`src/rtl/core/smls_pkg.sv`:
```
// ----------------------------------------------------------------------------
// smls_pkg: shared types and constants of the spatial Moran lattice step
// Register map, command and status bundles, state codes and the division
// weight lookup used by the controller, datapath and register block.
// ----------------------------------------------------------------------------
package smls_pkg;

    localparam int GRID_SIDE_DEF = 64;
    localparam int CFG_DW        = 32;
    localparam int CFG_AW        = 5;
    localparam int TOT_W         = 48;   // event rate total, fixed point
    localparam int HALF_W        = 24;   // split of the total for the draw product
    localparam int WS_W          = 18;   // sum of up to four 16-bit weights
    localparam int CNT_W         = 13;
    localparam int MAL_W         = 25;
    localparam logic [MAL_W-1:0] MAL_MAX = {MAL_W{1'b1}};
    localparam logic [15:0] ONE_Q12  = 16'd4096;
    localparam int IN_W          = 176;
    localparam int OUT_W         = 72;

    typedef enum logic [1:0] {
        KIND_REPLACE = 2'd0,
        KIND_BIRTH   = 2'd1,
        KIND_DEATH   = 2'd2
    } kind_t;

    typedef enum logic [2:0] {
        REG_DEATH_NORMAL = 3'd0,
        REG_FIT_ONE      = 3'd1,
        REG_FIT_TWO      = 3'd2,
        REG_FIT_MAL      = 3'd3,
        REG_DEATH_MAL    = 3'd4,
        REG_LIM_ZERO     = 3'd5,
        REG_LIM_ONE      = 3'd6,
        REG_LIM_TWO      = 3'd7
    } reg_idx_t;

    typedef enum logic [3:0] {
        ST_CLEAR,
        ST_IDLE,
        ST_MUL0,
        ST_MUL1,
        ST_MUL2,
        ST_MUL3,
        ST_RDSITE,
        ST_EVAL,
        ST_NMUL,
        ST_PICK
    } state_t;

    typedef enum logic [2:0] {
        RD_C0   = 3'd0,
        RD_C1   = 3'd1,
        RD_C2   = 3'd2,
        RD_C3   = 3'd3,
        RD_SITE = 3'd4
    } rd_sel_t;

    typedef struct packed {
        logic [15:0] death_normal;
        logic [15:0] fit_one;
        logic [15:0] fit_two;
        logic [15:0] fit_mal;
        logic [15:0] death_mal;
        logic [31:0] lim_zero;
        logic [31:0] lim_one;
        logic [31:0] lim_two;
    } cfg_t;

    typedef struct packed {
        logic    load;
        logic    clr;
        logic    mul_a;
        logic    mul_b;
        logic    mul_c;
        logic    mul_d;
        logic    psum;
        logic    eval;
        logic    nmul;
        logic    commit;
        rd_sel_t rd_sel;
        logic    cap_en;
        rd_sel_t cap_sel;
    } cmd_t;

    typedef struct packed {
        logic clr_last;
        logic out_busy;
    } sts_t;

    function automatic logic [15:0] type_weight(input logic [1:0] t,
                                                input logic [15:0] f1,
                                                input logic [15:0] f2);
        logic [15:0] w;
        begin
            case (t)
                2'd1:    w = f1;
                2'd2:    w = f2;
                default: w = ONE_Q12;
            endcase
            return w;
        end
    endfunction

endpackage

```
`src/rtl/core/smls_cfg.sv`:
```
// ----------------------------------------------------------------------------
// smls_cfg: configuration registers
// APB-style register file holding the rates and mutation limits.
// ----------------------------------------------------------------------------
module smls_cfg
(
    input  logic                       clk,
    input  logic                       rst_n,
    input  logic                       psel,
    input  logic                       penable,
    input  logic                       pwrite,
    input  logic [smls_pkg::CFG_AW-1:0] paddr,
    input  logic [smls_pkg::CFG_DW-1:0] pwdata,
    output logic [smls_pkg::CFG_DW-1:0] prdata,
    output logic                       pready,
    output smls_pkg::cfg_t             cfg
);
    import smls_pkg::*;

    cfg_t     cfg_reg;
    cfg_t     cfg_next;
    reg_idx_t idx;
    logic     wr;

    assign pready = 1'b1;
    assign idx    = reg_idx_t'(paddr[CFG_AW-1:2]);
    assign wr     = psel && penable && pwrite;
    assign cfg    = cfg_reg;

    always_comb
    begin
        cfg_next = cfg_reg;
        if (wr)
        begin
            case (idx)
                REG_DEATH_NORMAL: cfg_next.death_normal = pwdata[15:0];
                REG_FIT_ONE:      cfg_next.fit_one      = pwdata[15:0];
                REG_FIT_TWO:      cfg_next.fit_two      = pwdata[15:0];
                REG_FIT_MAL:      cfg_next.fit_mal      = pwdata[15:0];
                REG_DEATH_MAL:    cfg_next.death_mal    = pwdata[15:0];
                REG_LIM_ZERO:     cfg_next.lim_zero     = pwdata;
                REG_LIM_ONE:      cfg_next.lim_one      = pwdata;
                REG_LIM_TWO:      cfg_next.lim_two      = pwdata;
                default:          cfg_next = cfg_reg;
            endcase
        end
    end

    always_comb
    begin
        case (idx)
            REG_DEATH_NORMAL: prdata = {16'd0, cfg_reg.death_normal};
            REG_FIT_ONE:      prdata = {16'd0, cfg_reg.fit_one};
            REG_FIT_TWO:      prdata = {16'd0, cfg_reg.fit_two};
            REG_FIT_MAL:      prdata = {16'd0, cfg_reg.fit_mal};
            REG_DEATH_MAL:    prdata = {16'd0, cfg_reg.death_mal};
            REG_LIM_ZERO:     prdata = cfg_reg.lim_zero;
            REG_LIM_ONE:      prdata = cfg_reg.lim_one;
            REG_LIM_TWO:      prdata = cfg_reg.lim_two;
            default:          prdata = '0;
        endcase
    end

    always_ff @(posedge clk or negedge rst_n)
    begin
        if (!rst_n)
        begin
            cfg_reg.death_normal <= 16'd4096;
            cfg_reg.fit_one      <= 16'd5120;
            cfg_reg.fit_two      <= 16'd5120;
            cfg_reg.fit_mal      <= 16'd6144;
            cfg_reg.death_mal    <= 16'd4096;
            cfg_reg.lim_zero     <= 32'd42949673;
            cfg_reg.lim_one      <= 32'd42949673;
            cfg_reg.lim_two      <= 32'd42949673;
        end
        else
        begin
            cfg_reg <= cfg_next;
        end
    end

endmodule

```
`config.mk`:
```
export PLATFORM = sky130hd
export DESIGN_NAME = smls_cfg
export DESIGN_NICKNAME = d
export VERILOG_FILES = /design/src/rtl/core/smls_pkg.sv /design/src/rtl/core/smls_cfg.sv
export SDC_FILE = /design/constraint.sdc
export NUM_CORES = 1
export LEC_CHECK = 0
export BUFFER_PORTS_ARGS = -buffer_cell sky130_fd_sc_hd__buf_2
export CELL_PAD_IN_SITES_DETAIL_PLACEMENT = 0
export CELL_PAD_IN_SITES_GLOBAL_PLACEMENT = 1
export CORE_MARGIN = 2
export CORE_UTILIZATION = 30
export CTS_CLUSTER_SIZE = 16
export DETAILED_ROUTE_END_ITERATION = 10
export PLACE_DENSITY = 0.73
export SLEW_MARGIN = 5
export SYNTH_ARGS = -nofsm -noshare
export SYNTH_HDL_FRONTEND = slang
export SYNTH_SLANG_ARGS = --single-unit
```
`constraint.sdc`:
```
create_clock -name clk -period 3.3 [get_ports clk]
set_input_delay 0.165 -clock clk [delete_from_list [all_inputs] [get_ports clk]]
set_output_delay 0.165 -clock clk [all_outputs]
set_load 0.01 [all_outputs]
```
==> metrics.md <==
| Metric | Value |
|---|---|
| Status | `finished clean` |
| Worst VDD drop | `255 uV` |
| DP HPWL | `16.7 mm` |
| Slew Limit Fails | `0` |
| Clock share of power | `0.300` |
| First-pass GRT wire length | `38.4 mm` |
| Setup TNS | `0 ns` |
| Clock Skews | `0 ns` |
| Max incr delay on CP | `0.77 ns` |
| Switch share | `0.306` |
| Seq. cell area | `4460 sq um` |
| Seq/Total Area, Yosys | `0.549` |
| # Post-CTS Setup Buffers | `0` |
| Fin nets | `885` |
| Mean post-synth cell area | `14.0 sq um` |
| Layout cell share with drive strength beyond 1 | `0.634` |
| Detailed Route WL | `25.4 mm` |
| Min-delay worst type | `in -> reg` |
| GPL Wtd Cong | `0.733` |
| Layout Cells excl Fill | `1197` |
| Vias in the first global route | `6038` |
| Part of the power in combinational logic | `0.249` |
| Synth Net Count | `624` |
| DR pass1 iterations | `4` |
| Multi-input logic area | `3490 sq um` |
| Final setup vio count | `0` |
| Remaining DRCs | `0` |
| Initial antenna violation count | `0` |
| Cells after DPL | `1149` |
| Startpoint types | `primary input` |
| Pint | `4610 uW` |
| Vias | `5861` |
| Crit path kind | `in -> out` |
| Core Area | `26800 sq um` |
| Critical Path End Type | `primary output` |
| GRT Resource Usage Total | `0.180` |
| Routed len/inst | `21.2 microns` |
| Synth-to-Final Area Change | `29.5%` |
| Cell mode on critical path | `buf_2` |
| Critical path data arrival time | `2.20 ns` |
| H-Tree Depth | `4` |
| Pwr Total | `6630 uW` |
| Yosys warns | `0` |
| Inserted Diodes | `0` |
| Cell area power density | `630 nW/um^2` |
| Die Y | `169 microns` |
| Largest register FFs | `176` |
| Initial core utilization | `0.303` |
| Rows | `60` |
| Reg clk slew, reported paths | `0.06 ns` |
| Die span in x | `169 microns` |
| Slew HR | `0.413` |
| Period utilisation layout | `0.715` |
| Final Hold Viols | `0` |
| Pin count of the biggest net entering global routing | `82` |
| CP max stage cell | `nand2b_1` |
| Congestion Overflow GR | `0` |
| Iteration-0 DRC count of the detailed router | `283` |
| Max cap viols | `0` |
| Die area | `28400 sq um` |
| Mapped cell area | `8130 sq um` |
| Boundary Pins | `251` |
| Flop pwr share | `0.451` |
| Maximum clock frequency | `0.424 GHz` |
| Crit path cell chain | `buf_2 > nand2b_1 > buf_4 > o22ai_1 > o22a_1 > buf_2` |
| Sink Count | `176` |
| RSZ-0062 raised after global routing | `false` |
| Root Driver | `clkbuf_16` |
| CP max FO | `26` |
| Layout fillers | `2590` |
| P_sw | `2030 uW` |
| Crit path time final | `2.36 ns` |
| Hold Slack | `0.0360 ns` |
| CTS Buffer Depth | `2` |
| CTS buffer count | `17` |
| Worst-skew pair later-pin latency | `0.41 ns` |
| Synth Register Bits | `176` |
| # port buffers | `247` |
| Via density per instance | `4.90` |
| WP data required | `3.13 ns` |
| Distinct cells, synth | `35` |
| Cells after Synth | `582` |
| Post-route ant nets | `0` |
| CTS tree | `done` |
| Worst slew pin tran | `0.880 ns` |
| Leak | `0.00514 uW` |
[critical path: cells and delay by family]
kind / cells / cell delay [ns]
buf+inv: 3 / 0.92
simple gates: 1 / 0.77
compound gates: 2 / 0.33
[power groups by stage]
stage | logic, uW | registers, uW | clock network (uW)
global placement | 1640 | 3010 | 0
detailed placement | 1660 | 3030 | 0
finish | 1650 | 2990 | 1990
floorplan | 697 | 3180 | 0
CTS | 1680 | 3000 | 2060
global route | 1800 | 3070 | 2160
[final cells by class]
| type | instances | area share |
|---|---|---|
| Clock inverter | 10 | 0.00939 |
| Sequential cell | 176 | 0.424 |
| Clock buffer | 22 | 0.0450 |
| Tap cell | 341 | 0.0405 |
| Timing Repair Buffer | 284 | 0.150 |
| Multi-Input combinational cell | 362 | 0.331 |
| Inverter | 2 | 0.000713 |
[metrics by stage]
step | cell area [sq um] | worst slack [ns] | util
after floorplan | 8130 | 1.75 | -
after global placement | 9800 | 0.825 | 0.366
after detailed placement | 9800 | 0.804 | 0.366
after CTS | 10500 | 0.910 | 0.393
after global routing | 10500 | 0.869 | 0.393
final | 10500 | 0.939 | 0.393
[cell usage after synthesis, drive strengths merged]
library cell  instances  share of area
mux2                190           0.27
nor2                 21          0.011
dfrtp               129           0.40
nand4                 1        0.00077
a21o                  1        0.00092
nand2                 6         0.0028
nor3b                 1        0.00092
a22oi                16          0.015
nor2b                20          0.015
nand3                 1        0.00061
o32ai                 1         0.0011
dfstp                47           0.15
a21oi                 2         0.0012
inv                   2        0.00092
o22a                 14          0.015
a221oi                1         0.0011
nor3                  2         0.0018
a211oi               14          0.013
nand2b                3         0.0023
o22ai                14          0.011
conb                  1        0.00046
buf                  31          0.020
o21ai                 3         0.0018
clkbuf               11         0.0051
or3                   2         0.0015
o32a                  1         0.0012
mux2i                45          0.055
o31ai                 1        0.00092
nand4b                1         0.0029
[worst paths after layout]
check / slack, ns / to / startpoint / cells past startpoint
worst max-delay path: 0.94 / prdata[9] / paddr[4] / 6
worst min-delay path: 0.04 / cfg[85] / pwdata[21] / 2
worst max register to register: 2.50 / cfg[96] / cfg[96] / 1
worst min register to register: 0.53 / cfg[29] / cfg[29] / 1
max in group asynchronous: 1.99 / cfg[44] / rst_n / 3
min in group asynchronous: 0.36 / cfg[13] / rst_n / 2
[metal layers]
metal / up-vias / track usage / wire length, microns
met2: 193 / 0.299 / 12300
met4: 0 / 0.0337 / 130
met1: 2999 / 0.234 / 11200
met5: - / 0 / 0
li1: 2661 / - / -
met3: 8 / 0.0559 / 1750
[repair_timing]
item,CTS,global route
endpoints found under the hold margin,106,1
hold buffers,15,1
resized for setup,0,0
[kinds of logic (layout without fill, tap and decap cells)]
logic type | after synthesis | after routing | share of synthesized area
multiplexers | 235 | 235 | 0.323
flip-flops | 176 | 176 | 0.549
AO/OA/AOI/OAI | 68 | 68 | 0.0618
AND/OR/NAND/NOR | 58 | 58 | 0.0397
buffers and inverters | 44 | 318 | 0.0262
other | 1 | 1 | 0.000461
[layout by cell type (no fill, tap or decap), types with 3 or more instances in the layout]
cell type / count
o21ai_0: 3
nor2b_1: 20
a22oi_1: 16
inv_6: 3
mux2i_1: 45
nor2_1: 15
dlygate4sd3_1: 16
dfrtp_1: 129
nand2_1: 6
o22a_1: 14
clkbuf_16: 17
clkbuf_8: 3
mux2_4: 10
o22ai_1: 14
buf_4: 21
mux2_2: 180
a211oi_1: 14
buf_2: 245
nor2_2: 3
dfstp_2: 47
nor2_4: 3
nand2b_1: 3
(Power assumes the default switching activity.)
