[src/rtl/core/smls_pkg.sv]
// ----------------------------------------------------------------------------
// smls_pkg: shared types and constants of the spatial Moran lattice step
// Register map, command and status bundles, state codes and the division
// weight lookup used by the controller, datapath and register block.
// ----------------------------------------------------------------------------
package smls_pkg;

    localparam int GRID_SIDE_DEF = 64;
    localparam int CFG_DW        = 32;
    localparam int CFG_AW        = 5;
    localparam int TOT_W         = 48;   // event rate total, fixed point
    localparam int HALF_W        = 24;   // split of the total for the draw product
    localparam int WS_W          = 18;   // sum of up to four 16-bit weights
    localparam int CNT_W         = 13;
    localparam int MAL_W         = 25;
    localparam logic [MAL_W-1:0] MAL_MAX = {MAL_W{1'b1}};
    localparam logic [15:0] ONE_Q12  = 16'd4096;
    localparam int IN_W          = 176;
    localparam int OUT_W         = 72;

    typedef enum logic [1:0] {
        KIND_REPLACE = 2'd0,
        KIND_BIRTH   = 2'd1,
        KIND_DEATH   = 2'd2
    } kind_t;

    typedef enum logic [2:0] {
        REG_DEATH_NORMAL = 3'd0,
        REG_FIT_ONE      = 3'd1,
        REG_FIT_TWO      = 3'd2,
        REG_FIT_MAL      = 3'd3,
        REG_DEATH_MAL    = 3'd4,
        REG_LIM_ZERO     = 3'd5,
        REG_LIM_ONE      = 3'd6,
        REG_LIM_TWO      = 3'd7
    } reg_idx_t;

    typedef enum logic [3:0] {
        ST_CLEAR,
        ST_IDLE,
        ST_MUL0,
        ST_MUL1,
        ST_MUL2,
        ST_MUL3,
        ST_RDSITE,
        ST_EVAL,
        ST_NMUL,
        ST_PICK
    } state_t;

    typedef enum logic [2:0] {
        RD_C0   = 3'd0,
        RD_C1   = 3'd1,
        RD_C2   = 3'd2,
        RD_C3   = 3'd3,
        RD_SITE = 3'd4
    } rd_sel_t;

    typedef struct packed {
        logic [15:0] death_normal;
        logic [15:0] fit_one;
        logic [15:0] fit_two;
        logic [15:0] fit_mal;
        logic [15:0] death_mal;
        logic [31:0] lim_zero;
        logic [31:0] lim_one;
        logic [31:0] lim_two;
    } cfg_t;

    typedef struct packed {
        logic    load;
        logic    clr;
        logic    mul_a;
        logic    mul_b;
        logic    mul_c;
        logic    mul_d;
        logic    psum;
        logic    eval;
        logic    nmul;
        logic    commit;
        rd_sel_t rd_sel;
        logic    cap_en;
        rd_sel_t cap_sel;
    } cmd_t;

    typedef struct packed {
        logic clr_last;
        logic out_busy;
    } sts_t;

    function automatic logic [15:0] type_weight(input logic [1:0] t,
                                                input logic [15:0] f1,
                                                input logic [15:0] f2);
        logic [15:0] w;
        begin
            case (t)
                2'd1:    w = f1;
                2'd2:    w = f2;
                default: w = ONE_Q12;
            endcase
            return w;
        end
    endfunction

endpackage

[src/rtl/core/smls_ctrl.sv]
// ----------------------------------------------------------------------------
// smls_ctrl: step sequencer
// Walks the lattice clearing pass and the phases of one Moran step.
// ----------------------------------------------------------------------------
module smls_ctrl
(
    input  logic             clk,
    input  logic             rst_n,
    input  logic             s_tvalid,
    output logic             s_tready,
    input  smls_pkg::sts_t   sts,
    output smls_pkg::cmd_t   cmd
);
    import smls_pkg::*;

    state_t state_reg;
    state_t state_next;

    assign s_tready = (state_reg == ST_IDLE);

    always_ff @(posedge clk or negedge rst_n)
    begin
        if (!rst_n)
            state_reg <= ST_CLEAR;
        else
            state_reg <= state_next;
    end

    always_comb
    begin
        cmd        = '0;
        state_next = state_reg;
        case (state_reg)
            ST_CLEAR:
            begin
                cmd.clr = 1'b1;
                if (sts.clr_last)
                    state_next = ST_IDLE;
            end
            ST_IDLE:
            begin
                if (s_tvalid)
                begin
                    cmd.load   = 1'b1;
                    state_next = ST_MUL0;
                end
            end
            ST_MUL0:
            begin
                cmd.mul_a  = 1'b1;
                cmd.rd_sel = RD_C0;
                state_next = ST_MUL1;
            end
            ST_MUL1:
            begin
                cmd.mul_b   = 1'b1;
                cmd.rd_sel  = RD_C1;
                cmd.cap_en  = 1'b1;
                cmd.cap_sel = RD_C0;
                state_next  = ST_MUL2;
            end
            ST_MUL2:
            begin
                cmd.mul_c   = 1'b1;
                cmd.rd_sel  = RD_C2;
                cmd.cap_en  = 1'b1;
                cmd.cap_sel = RD_C1;
                state_next  = ST_MUL3;
            end
            ST_MUL3:
            begin
                cmd.mul_d   = 1'b1;
                cmd.rd_sel  = RD_C3;
                cmd.cap_en  = 1'b1;
                cmd.cap_sel = RD_C2;
                state_next  = ST_RDSITE;
            end
            ST_RDSITE:
            begin
                cmd.psum    = 1'b1;
                cmd.rd_sel  = RD_SITE;
                cmd.cap_en  = 1'b1;
                cmd.cap_sel = RD_C3;
                state_next  = ST_EVAL;
            end
            ST_EVAL:
            begin
                cmd.eval    = 1'b1;
                cmd.cap_en  = 1'b1;
                cmd.cap_sel = RD_SITE;
                state_next  = ST_NMUL;
            end
            ST_NMUL:
            begin
                cmd.nmul   = 1'b1;
                state_next = ST_PICK;
            end
            ST_PICK:
            begin
                // hold until the output register is free
                if (!sts.out_busy)
                begin
                    cmd.commit = 1'b1;
                    state_next = ST_IDLE;
                end
            end
            default: state_next = ST_IDLE;
        endcase
    end

endmodule

[config.mk]
export PLATFORM = sky130hd
export DESIGN_NAME = smls_ctrl
export DESIGN_NICKNAME = d
export VERILOG_FILES = /design/src/rtl/core/smls_pkg.sv /design/src/rtl/core/smls_ctrl.sv
export SDC_FILE = /design/constraint.sdc
export NUM_CORES = 1
export LEC_CHECK = 0
export BUFFER_PORTS_ARGS = -buffer_cell sky130_fd_sc_hd__buf_2
export CAP_MARGIN = 10
export CORE_AREA = 2 2 39 41
export CTS_BUF_LIST = sky130_fd_sc_hd__clkbuf_8
export DETAILED_ROUTE_END_ITERATION = 8
export DIE_AREA = 0 0 41 43
export SLEW_MARGIN = 20
export SYNTH_ARGS = -nofsm -noshare
export SYNTH_HDL_FRONTEND = slang
export SYNTH_SLANG_ARGS = --single-unit
[constraint.sdc]
create_clock -name clk -period 1.55 [get_ports clk]
set_input_delay 0.31 -clock clk [delete_from_list [all_inputs] [get_ports clk]]
set_output_delay 0.31 -clock clk [all_outputs]
set_load 0.05 [all_outputs]
==> qor.yml, run 1 <==
logic_synthesis:
  synth_flop_cell: "dfrtp_1"
  synth_compound_area_frac: 0.1265
  synth_top_family_by_area: "simple AND/OR/NAND/NOR gates"
  ys_seq_area_frac: 0.3162
  ys_types: 19
  synthSimpleGateAreaFrac: 0.3715
  ys_ff_latch: 4
  synth_edf_count: 0
  synth_mux_area_frac: 0
  synth_top_area_cell: "dfrtp_1"
  synth.most_common_cell: "nor2_1"
  synthArstFlopShare: 1.000
  synth_top_area_frac: 0.3162
  yosys-top-cells-area: "dfrtp_1, nor3_1, nor2_1, nand2b_1, xor2_1"
  ys.warnings.count: 0
  avgSynthCellArea_um2: 7.362
  netlist_instances: 43
  synth_area_um2: 316.6
  synthTopCellsByCount: "nor2_1, nor3_1, dfrtp_1"
  synth-adder-area-share: 0
  synth_xor_area_frac: 0.05534
  synth_nets: 48
placement:
  hpwl_um: 771.6
  gp_congestion: 0.7416
  numPortBuffers: 22
die:
  ioPinCount: 23
  die_w_um: 41
  core-area_um2: 1384
  start_util: 0.2288
  fp.dieH_um: 43
  num_rows: 14
  dieArea_um2: 1763
clock_tree:
  root_buffer: "clkbuf_8"
  cts_max_level: 1
  cts_buffers: 3
  cts_sinks: 4
  clk_transition_reported_paths_ns: 0.03
  cts_buffer_depth: 2
  cts_tree: "done"
  clk_latency_ns: 0.22
grt:
  track_usage: 0.1333
  grt_pass1_vias: 361
  grt_max_degree: 11
  grt_pass1_wl_mm: 1.511
  grt_overflow: 0
  antenna_found_initial: 0
worst_setup_path:
  end_kind: "output pin"
  cp-start-kind: "flop"
  cp.arrival_ns: 1.30
  rr_endpoint: "state_reg[0]"
  rr_worst_depth: 3
  r2r-start: "state_reg[2]"
  startpoint: "state_reg[0]"
  reg2reg_slack_ns: 0.32
  crit_fanout: 6
  worstSetupPathType: "flop to output pin"
  worstPathRequired_ns: 1.24
  crit_path_end: "cmd[15]"
status:
  outcome: "finished with violations"
  violations: "negative setup slack"
route:
  via_count: 455
  drc: 0
  viasPerCell: 4.643
  drtAntennaViolNets: 0
  drtPass1Iterations: 3
  wl_per_cell_um: 11.84
  drt_iter0_drc: 6
  routed_wl_mm: 1.160
timing:
  finalSetupTns_ns: -0.1156
  finalSetupViolCount: 6
  rsz0062_at_grt: "true"
  tightest_slew_ns: 0.2531
  period_needed_ns: 1.607
  slew_viol_final: 0
  setup_slack_ns: -0.05687
  min_period_over_period: 1.037
  slew-limit-headroom: 0.8300
  finalClockSkew_ns: 0.002720
  fmax_ghz: 0.6223
  hold_viol_final: 0
min_path:
  hold_path_class: "input pin to flop"
  hold_depth: 3
cells_and_area:
  multiInputGateArea_um2: 344.1
  regArea_um2: 102.6
  layout-drive-gt1-share: 0.8049
  diodes: 0
  nFillCells: 113
  nNetsFinal: 89
  syn2layout_area_growth_pct: 181.8
  largest_reg_flops: 4
flow_run:
  cap_violations: 0
==> worst min-delay path by stage <==
| stage | start | end | slack (ns) |
|---|---|---|---|
| after floorplan | rst_n | state_reg[0] | 0.01 |
| after global placement | rst_n | state_reg[1] | 0.12 |
| after detailed placement | rst_n | state_reg[1] | 0.12 |
| after CTS | sts[1] | state_reg[0] | 0.34 |
| after global routing | sts[1] | state_reg[0] | 0.36 |
| final | sts[1] | state_reg[0] | 0.33 |
==> metal layers <==
metal	vias up	part of all wire	GRT usage
met3	4	0.081	0.04712
li1	223	-	-
met1	209	0.39	0.1443
met2	19	0.51	0.2000
met4	0	0.020	0.1000
met5	-	0	0
==> cell type report <==
cell class	instances	area share
clock buffers	3	0.04628
inverters	2	0.01403
multi-input cells	33	0.3857
flip-flops and latches	4	0.1150
well taps	16	0.02244
repair buffers	40	0.4165
==> placed cells by master, fill, tap and decap left out, drive strengths merged <==
| cell type | n |
|---|---|
| o21bai | 1 |
| nor2b | 1 |
| inv | 1 |
| nand2 | 3 |
| xor2 | 2 |
| buf | 39 |
| clkinv | 1 |
| or3 | 1 |
| nand2b | 3 |
| o32ai | 1 |
| and2 | 1 |
| nor3 | 6 |
| a21oi | 3 |
| clkbuf | 3 |
| nor2 | 8 |
| nor4 | 1 |
| dlygate4sd3 | 1 |
| and3 | 1 |
| dfrtp | 4 |
| a32oi | 1 |
==> logic make-up after synthesis <==
group	Yosys count
buf+inv	7
flops	4
simple gates	24
xor+xnor	2
compound gates	6
==> critical path, stage by stage, from the launching register on <==
cell     delay (ns)
dfrtp_2        0.45
buf_6          0.14
nor4_4         0.29
buf_6          0.20
==> what timing repair did <==
| item | CTS | global route |
|---|---|---|
| hold buffers | 1 | 0 |
| setup buffers | 3 | 5 |
| hold endpoints to repair | 4 | 0 |
| gates cloned | 0 | 1 |
| endpoints found under the setup margin | 18 | 16 |
| pin swaps | 1 | 7 |
| gates resized for setup | 28 | 30 |
==> through the flow <==
step	hold WS [ns]	instance area, um^2	worst slack, ns	utilization	cells
finish	0.3340	892.1	-0.05687	0.6447	98
global placement	0.1155	581.8	0.07832	0.4204	85
detailed placement	0.1224	581.8	0.07108	0.4204	85
global route	0.3573	892.1	-0.1062	0.6447	98
floorplan	0.01441	421.7	-0.2170	-	43
CTS	0.3357	740.7	-0.03964	0.5353	92
Power of run 1 is left out: the tool's default activity adds up to more than one toggle a clock period on the data nets, which glitch-free logic cannot reach.
==> inputs of run 2 (changes only) <==
- BUFFER_PORTS_ARGS: -buffer_cell sky130_fd_sc_hd__buf_2 -> -buffer_cell sky130_fd_sc_hd__buf_4
==> qor.yml, run 2 (same netlist as run 1, synthesis figures left out) <==
status:
  outcome: "finished with violations"
  violations: "negative setup slack"
timing:
  tightest_slew_ns: 0.2730  # +0.01992 ns
  min_period_over_period: 1.032  # -0.004775
  finalClockSkew_ns: 0.001050  # -0.001670 ns
  rsz0062_at_grt: "true"
  slew_viol_final: 0  # unchanged
  period_needed_ns: 1.599  # -0.007401 ns
  finalSetupTns_ns: -0.2537  # -0.1381 ns
  finalSetupViolCount: 9  # +3
  setup_slack_ns: -0.04947  # +0.007401 ns
  slew-limit-headroom: 0.8166  # -0.01338
  hold_viol_final: 0  # unchanged
  timing.hold.ws_ns: 0.3363  # +0.002361 ns
  fmax_ghz: 0.6252  # +0.46%
clock_tree:
  clk_latency_ns: 0.22  # about the same
  cts_buffer_depth: 2  # unchanged
  cts_buffers: 3  # unchanged
  clk_transition_reported_paths_ns: 0.03  # about the same
  root_buffer: "clkbuf_8"
  cts_sinks: 4  # unchanged
  cts_max_level: 1  # unchanged
  cts_tree: "done"
route:
  drc: 0  # unchanged
  drt_iter0_drc: 5  # -1
  drtPass1Iterations: 3  # unchanged
  drtAntennaViolNets: 0  # unchanged
  wl_per_cell_um: 13.26  # +12%
  routed_wl_mm: 1.273  # +9.7%
  via_count: 447  # -1.8%
  viasPerCell: 4.656  # +0.29%
worst_setup_path:
  cp-start-kind: "flop"
  slowest_stage: "dfrtp_2"
  worstPathRequired_ns: 1.24  # about the same
  max_stage_delay_ns: 0.49  # +0.04 ns
  cp.buffers_inverters: 2  # unchanged
  crit_family: "flip-flops"
  worstSetupPathType: "flop to output pin"
  end_kind: "output pin"
  crit_chain: "inv_4, nand2_8, nor3_4, buf_6"
  cp.arrival_ns: 1.29  # about the same
  crit_fanout: 9  # +3
grt:
  grt_max_degree: 11  # unchanged
  grt_overflow: 0  # unchanged
  grt_pass1_vias: 390  # +8.0%
  antenna_found_initial: 0  # unchanged
  track_usage: 0.1443  # +0.01097
  grt_pass1_wl_mm: 1.704  # +13%
flow_run:
  cap_violations: 0  # unchanged
placement:
  hpwl_um: 716.7  # -7.1%
  gp_congestion: 0.7393  # -0.31%
  numPortBuffers: 22  # unchanged
  place_inst: 81  # -4.7%
  dp_slack_ns: 0.07026  # -0.0008245 ns
die:
  num_rows: 14  # unchanged
  fp.dieH_um: 43  # unchanged
  ioPinCount: 23  # unchanged
  start_util: 0.2288  # unchanged
  core-area_um2: 1384  # unchanged
  die_w_um: 41  # unchanged
  dieArea_um2: 1763  # unchanged
cells_and_area:
  largest_reg_flops: 4  # unchanged
  nNetsFinal: 87  # -2.2%
  diodes: 0  # unchanged
  stdcell_count: 96  # -2.0%
  layout_common_cells: "buf_6, buf_4, nor3_4, buf_8, nor2_4"
  layout_commonest_cell: "buf_6"
  layout-drive-gt1-share: 0.8125  # +0.007622
  syn2layout_area_growth_pct: 201.6
min_path:
  hold_path_class: "input pin to flop"
[run 2: changes by cell type in the layout (fill, tap and decap cells not counted), sizes merged]
| cell | change |
|---|---|
| buf | -1 |
| clkinv | -1 |
| inv | +1 |
| nand2 | -1 |
[run 2: worst paths after layout]
check / from / slack [ns] / to / cells after the start
max: state_reg[3] / -0.05 / cmd[12] / 4
min: sts[1] / 0.34 / state_reg[0] / 3
max reg2reg: state_reg[2] / 0.24 / state_reg[0] / 3
min reg2reg: state_reg[3] / 0.62 / state_reg[1] / 1
max in group asynchronous: rst_n / 1.01 / state_reg[2] / 2
min in group asynchronous: rst_n / 0.43 / state_reg[3] / 2
[run 2: cell type report]
type                            instances  area, um^2
Timing Repair Buffer                   39       437.9
Fill cell                             100       429.2
Multi-Input combinational cell         32       342.8
Sequential cell                         4       102.6
Clock buffer                            3       41.29
Tap cell                               16       20.02
Inverter                                2       10.01
[run 2: worst min-delay path, delay by kind of cell]
family | cells | cell delay [ns]
AO/OA/AOI/OAI | 1 | 0.05
buffers and inverters | 2 | 0.14
[run 2: metrics by stage]
step / area, um^2 / util
floorplan: 421.7 / -
global placement: 619.3 / 0.4476
detailed placement: 619.3 / 0.4476
CTS: 843.3 / 0.6094
global route: 954.7 / 0.6899
finish: 954.7 / 0.6899
[run 2: per-layer routing]
layer  GRT usage  part of all wire  vias up
met2      0.2094              0.54       19
met4     0.08000                 0        0
met1      0.1863              0.40      207
met3     0.03665             0.055        0
met5           0                 0        -
li1            -                 -      221
[run 2: timing repair]
action                                  in CTS  in global routing
hold buffers                                 1                  0
resized for setup                           27                 20
endpoints found under the setup margin      18                 18
endpoints found under the hold margin        4                  0
setup buffers                                8                  3
pin swaps                                    4                  4
Power of run 2 is left out for the same reason.
==> inputs of run 3 (changes only) <==
- ABC_AREA: unset -> 1
==> qor.yml, run 3 <==
logic_synthesis:
  netlist_instances: 55  # +28%
  synth_top_area_cell: "dfrtp_1"
  synth.most_common_cell: "nor2_1"
  synth_edf_count: 0  # unchanged
  synth_top_area_frac: 0.2952  # -0.02100
  synth_nets: 60  # +25%
  yosys-top-cells-area: "dfrtp_1, nor2_1, nand2_1, inv_1, nand3_1"
  ys.warnings.count: 0  # unchanged
  ys_types: 13  # -6
  synthArstFlopShare: 1.000  # unchanged
  synth_area_um2: 339.1  # +7.1%
  ys_seq_area_frac: 0.2952  # -0.02100
  ys_ff_latch: 4  # unchanged
  avgSynthCellArea_um2: 6.165  # -16%
  synth_flop_cell: "dfrtp_1"
  synthTopCellsByCount: "nor2_1, nand2_1, inv_1"
worst_setup_path:
  cp-start-kind: "flop"
  rr_worst_depth: 6  # +3
  reg2reg_slack_ns: 0.35  # +0.11 ns
  crit_path_frequent_cell: "nor2_4"
  crit_fanout: 3  # -6
  rr_endpoint: "state_reg[1]"
  r2r-start: "state_reg[3]"
  cp.arrival_ns: 1.28  # about the same
  crit_family: "flip-flops"
  crit_chain: "nor2_4, inv_4, nor2_4, inv_2, o21ai_2, buf_6"
  max_stage_delay_ns: 0.44  # -0.05 ns
  end_kind: "output pin"
  slowest_stage: "dfrtp_2"
  worstSetupPathType: "flop to output pin"
  cp.buffers_inverters: 3  # +1
  worstPathRequired_ns: 1.24  # about the same
cells_and_area:
  layout_commonest_cell: "buf_4"
  largest_reg_flops: 4  # unchanged
  layout_common_cells: "buf_4, buf_6, nor2_1, nand2_1"
  diodes: 0  # unchanged
  syn2layout_area_growth_pct: 131.4
  nNetsFinal: 94  # +8.0%
  layout-drive-gt1-share: 0.7126  # -0.09986
  nFillCells: 132  # +32%
placement:
  hpwl_um: 849.2  # +18%
  numPortBuffers: 22  # unchanged
  gp_congestion: 0.6498  # -12%
grt:
  antenna_found_initial: 0  # unchanged
  grt_pass1_wl_mm: 1.600  # -6.1%
  grt_max_degree: 10  # -1
  track_usage: 0.1331  # -0.01123
  grt_overflow: 0  # unchanged
  grt_pass1_vias: 419  # +7.4%
status:
  outcome: "finished with violations"
  violations: "negative setup slack"
route:
  drt_iter0_drc: 1  # -4
  drtPass1Iterations: 2  # -1
  via_count: 461  # +3.1%
  drc: 0  # unchanged
  viasPerCell: 4.476  # -3.9%
  drtAntennaViolNets: 0  # unchanged
  routed_wl_mm: 1.164  # -8.6%
  wl_per_cell_um: 11.30  # -15%
timing:
  timing.hold.ws_ns: 0.4320  # +0.09566 ns
  setup_slack_ns: -0.04221  # +0.007260 ns
  slew_viol_final: 0  # unchanged
  slew-limit-headroom: 0.8617  # +0.04505
  finalClockSkew_ns: 0.001401  # +0.0003511 ns
  finalSetupViolCount: 6  # -3
  rsz0062_at_grt: "true"
  period_needed_ns: 1.592  # -0.007260 ns
  min_period_over_period: 1.027  # -0.004684
  fmax_ghz: 0.6281  # +0.46%
  hold_viol_final: 0  # unchanged
  tightest_slew_ns: 0.2060  # -0.06707 ns
clock_tree:
  cts_buffers: 3  # unchanged
  cts_buffer_depth: 2  # unchanged
  root_buffer: "clkbuf_8"
  clk_transition_reported_paths_ns: 0.03  # about the same
  cts_sinks: 4  # unchanged
  cts_max_level: 1  # unchanged
  clk_latency_ns: 0.21  # about the same
  cts_tree: "done"
die:
  dieArea_um2: 1763  # unchanged
  die_w_um: 41  # unchanged
  start_util: 0.2450  # +0.01627
  fp.dieH_um: 43  # unchanged
  core-area_um2: 1384  # unchanged
  ioPinCount: 23  # unchanged
  num_rows: 14  # unchanged
flow_run:
  cap_violations: 0  # unchanged
min_path:
  hold_path_class: "input pin to asynchronous set/reset pin"
-- run 3: changes by cell type in the layout (fill, tap and decap cells not counted), sizes merged, moves of 2 or more --
cell | before | now
buf | 38 | 29
nand3 | 0 | 5
nor2 | 8 | 17
a21oi | 3 | 0
xor2 | 2 | 0
inv | 2 | 13
nand2 | 2 | 9
nand2b | 3 | 0
nor3 | 6 | 3
-- run 3: final cells by class --
class,instances,area (um^2),area share
Inverter,13,56.30,0.07177
Tap cell,16,20.02,0.02552
Timing Repair Buffer,30,284.0,0.3620
Sequential cell,4,105.1,0.1340
Multi-Input combinational cell,37,277.8,0.3541
Clock buffer,3,41.29,0.05263
-- run 3: metrics by stage --
step,instance area [um^2],setup TNS [ns],setup WS [ns],std cells,utilization
2_1_floorplan,404.1,-0.9224,-0.1745,55,-
3_3_place_gp,593.1,0,0.08358,94,0.4286
3_5_place_dp,593.1,0,0.09562,94,0.4286
4_1_cts,709.4,-0.1318,-0.04017,101,0.5127
5_1_grt,784.5,-0.5919,-0.1010,103,0.5669
6_report,784.5,-0.1536,-0.04221,103,0.5669
-- run 3: timing repair --
action,4_1_cts,5_1_grt
resized for setup,15,15
hold endpoints to repair,4,0
pin swaps,2,6
hold buffers,1,0
setup buffers,3,2
endpoints found under the setup margin,14,13
-- run 3: logic make-up (layout without fill, tap and decap cells) --
logic type             after synthesis  count (layout)  synth area share
buffers and inverters               14              46            0.1661
AND/OR/NAND/NOR                     36              36            0.5129
AO/OA/AOI/OAI                        1               1           0.02583
flip-flops                           4               4            0.2952
-- run 3: worst max-delay path by stage --
stage	startpoint	endpoint	cells after the start
after floorplan	state_reg[2]	cmd[10]	5
after global placement	state_reg[1]	cmd[1]	4
after detailed placement	state_reg[1]	cmd[1]	4
after CTS	state_reg[2]	cmd[10]	5
after global routing	state_reg[3]	cmd[4]	6
final	state_reg[3]	cmd[4]	6
-- run 3: metal layers --
layer	track usage	vias to the layer above	wire [um]
met5	0	-	0
li1	-	232	-
met3	0.01571	0	59
met1	0.1270	213	429
met2	0.2531	16	674
met4	0.06000	0	0
Power of run 3 is left out for the same reason.
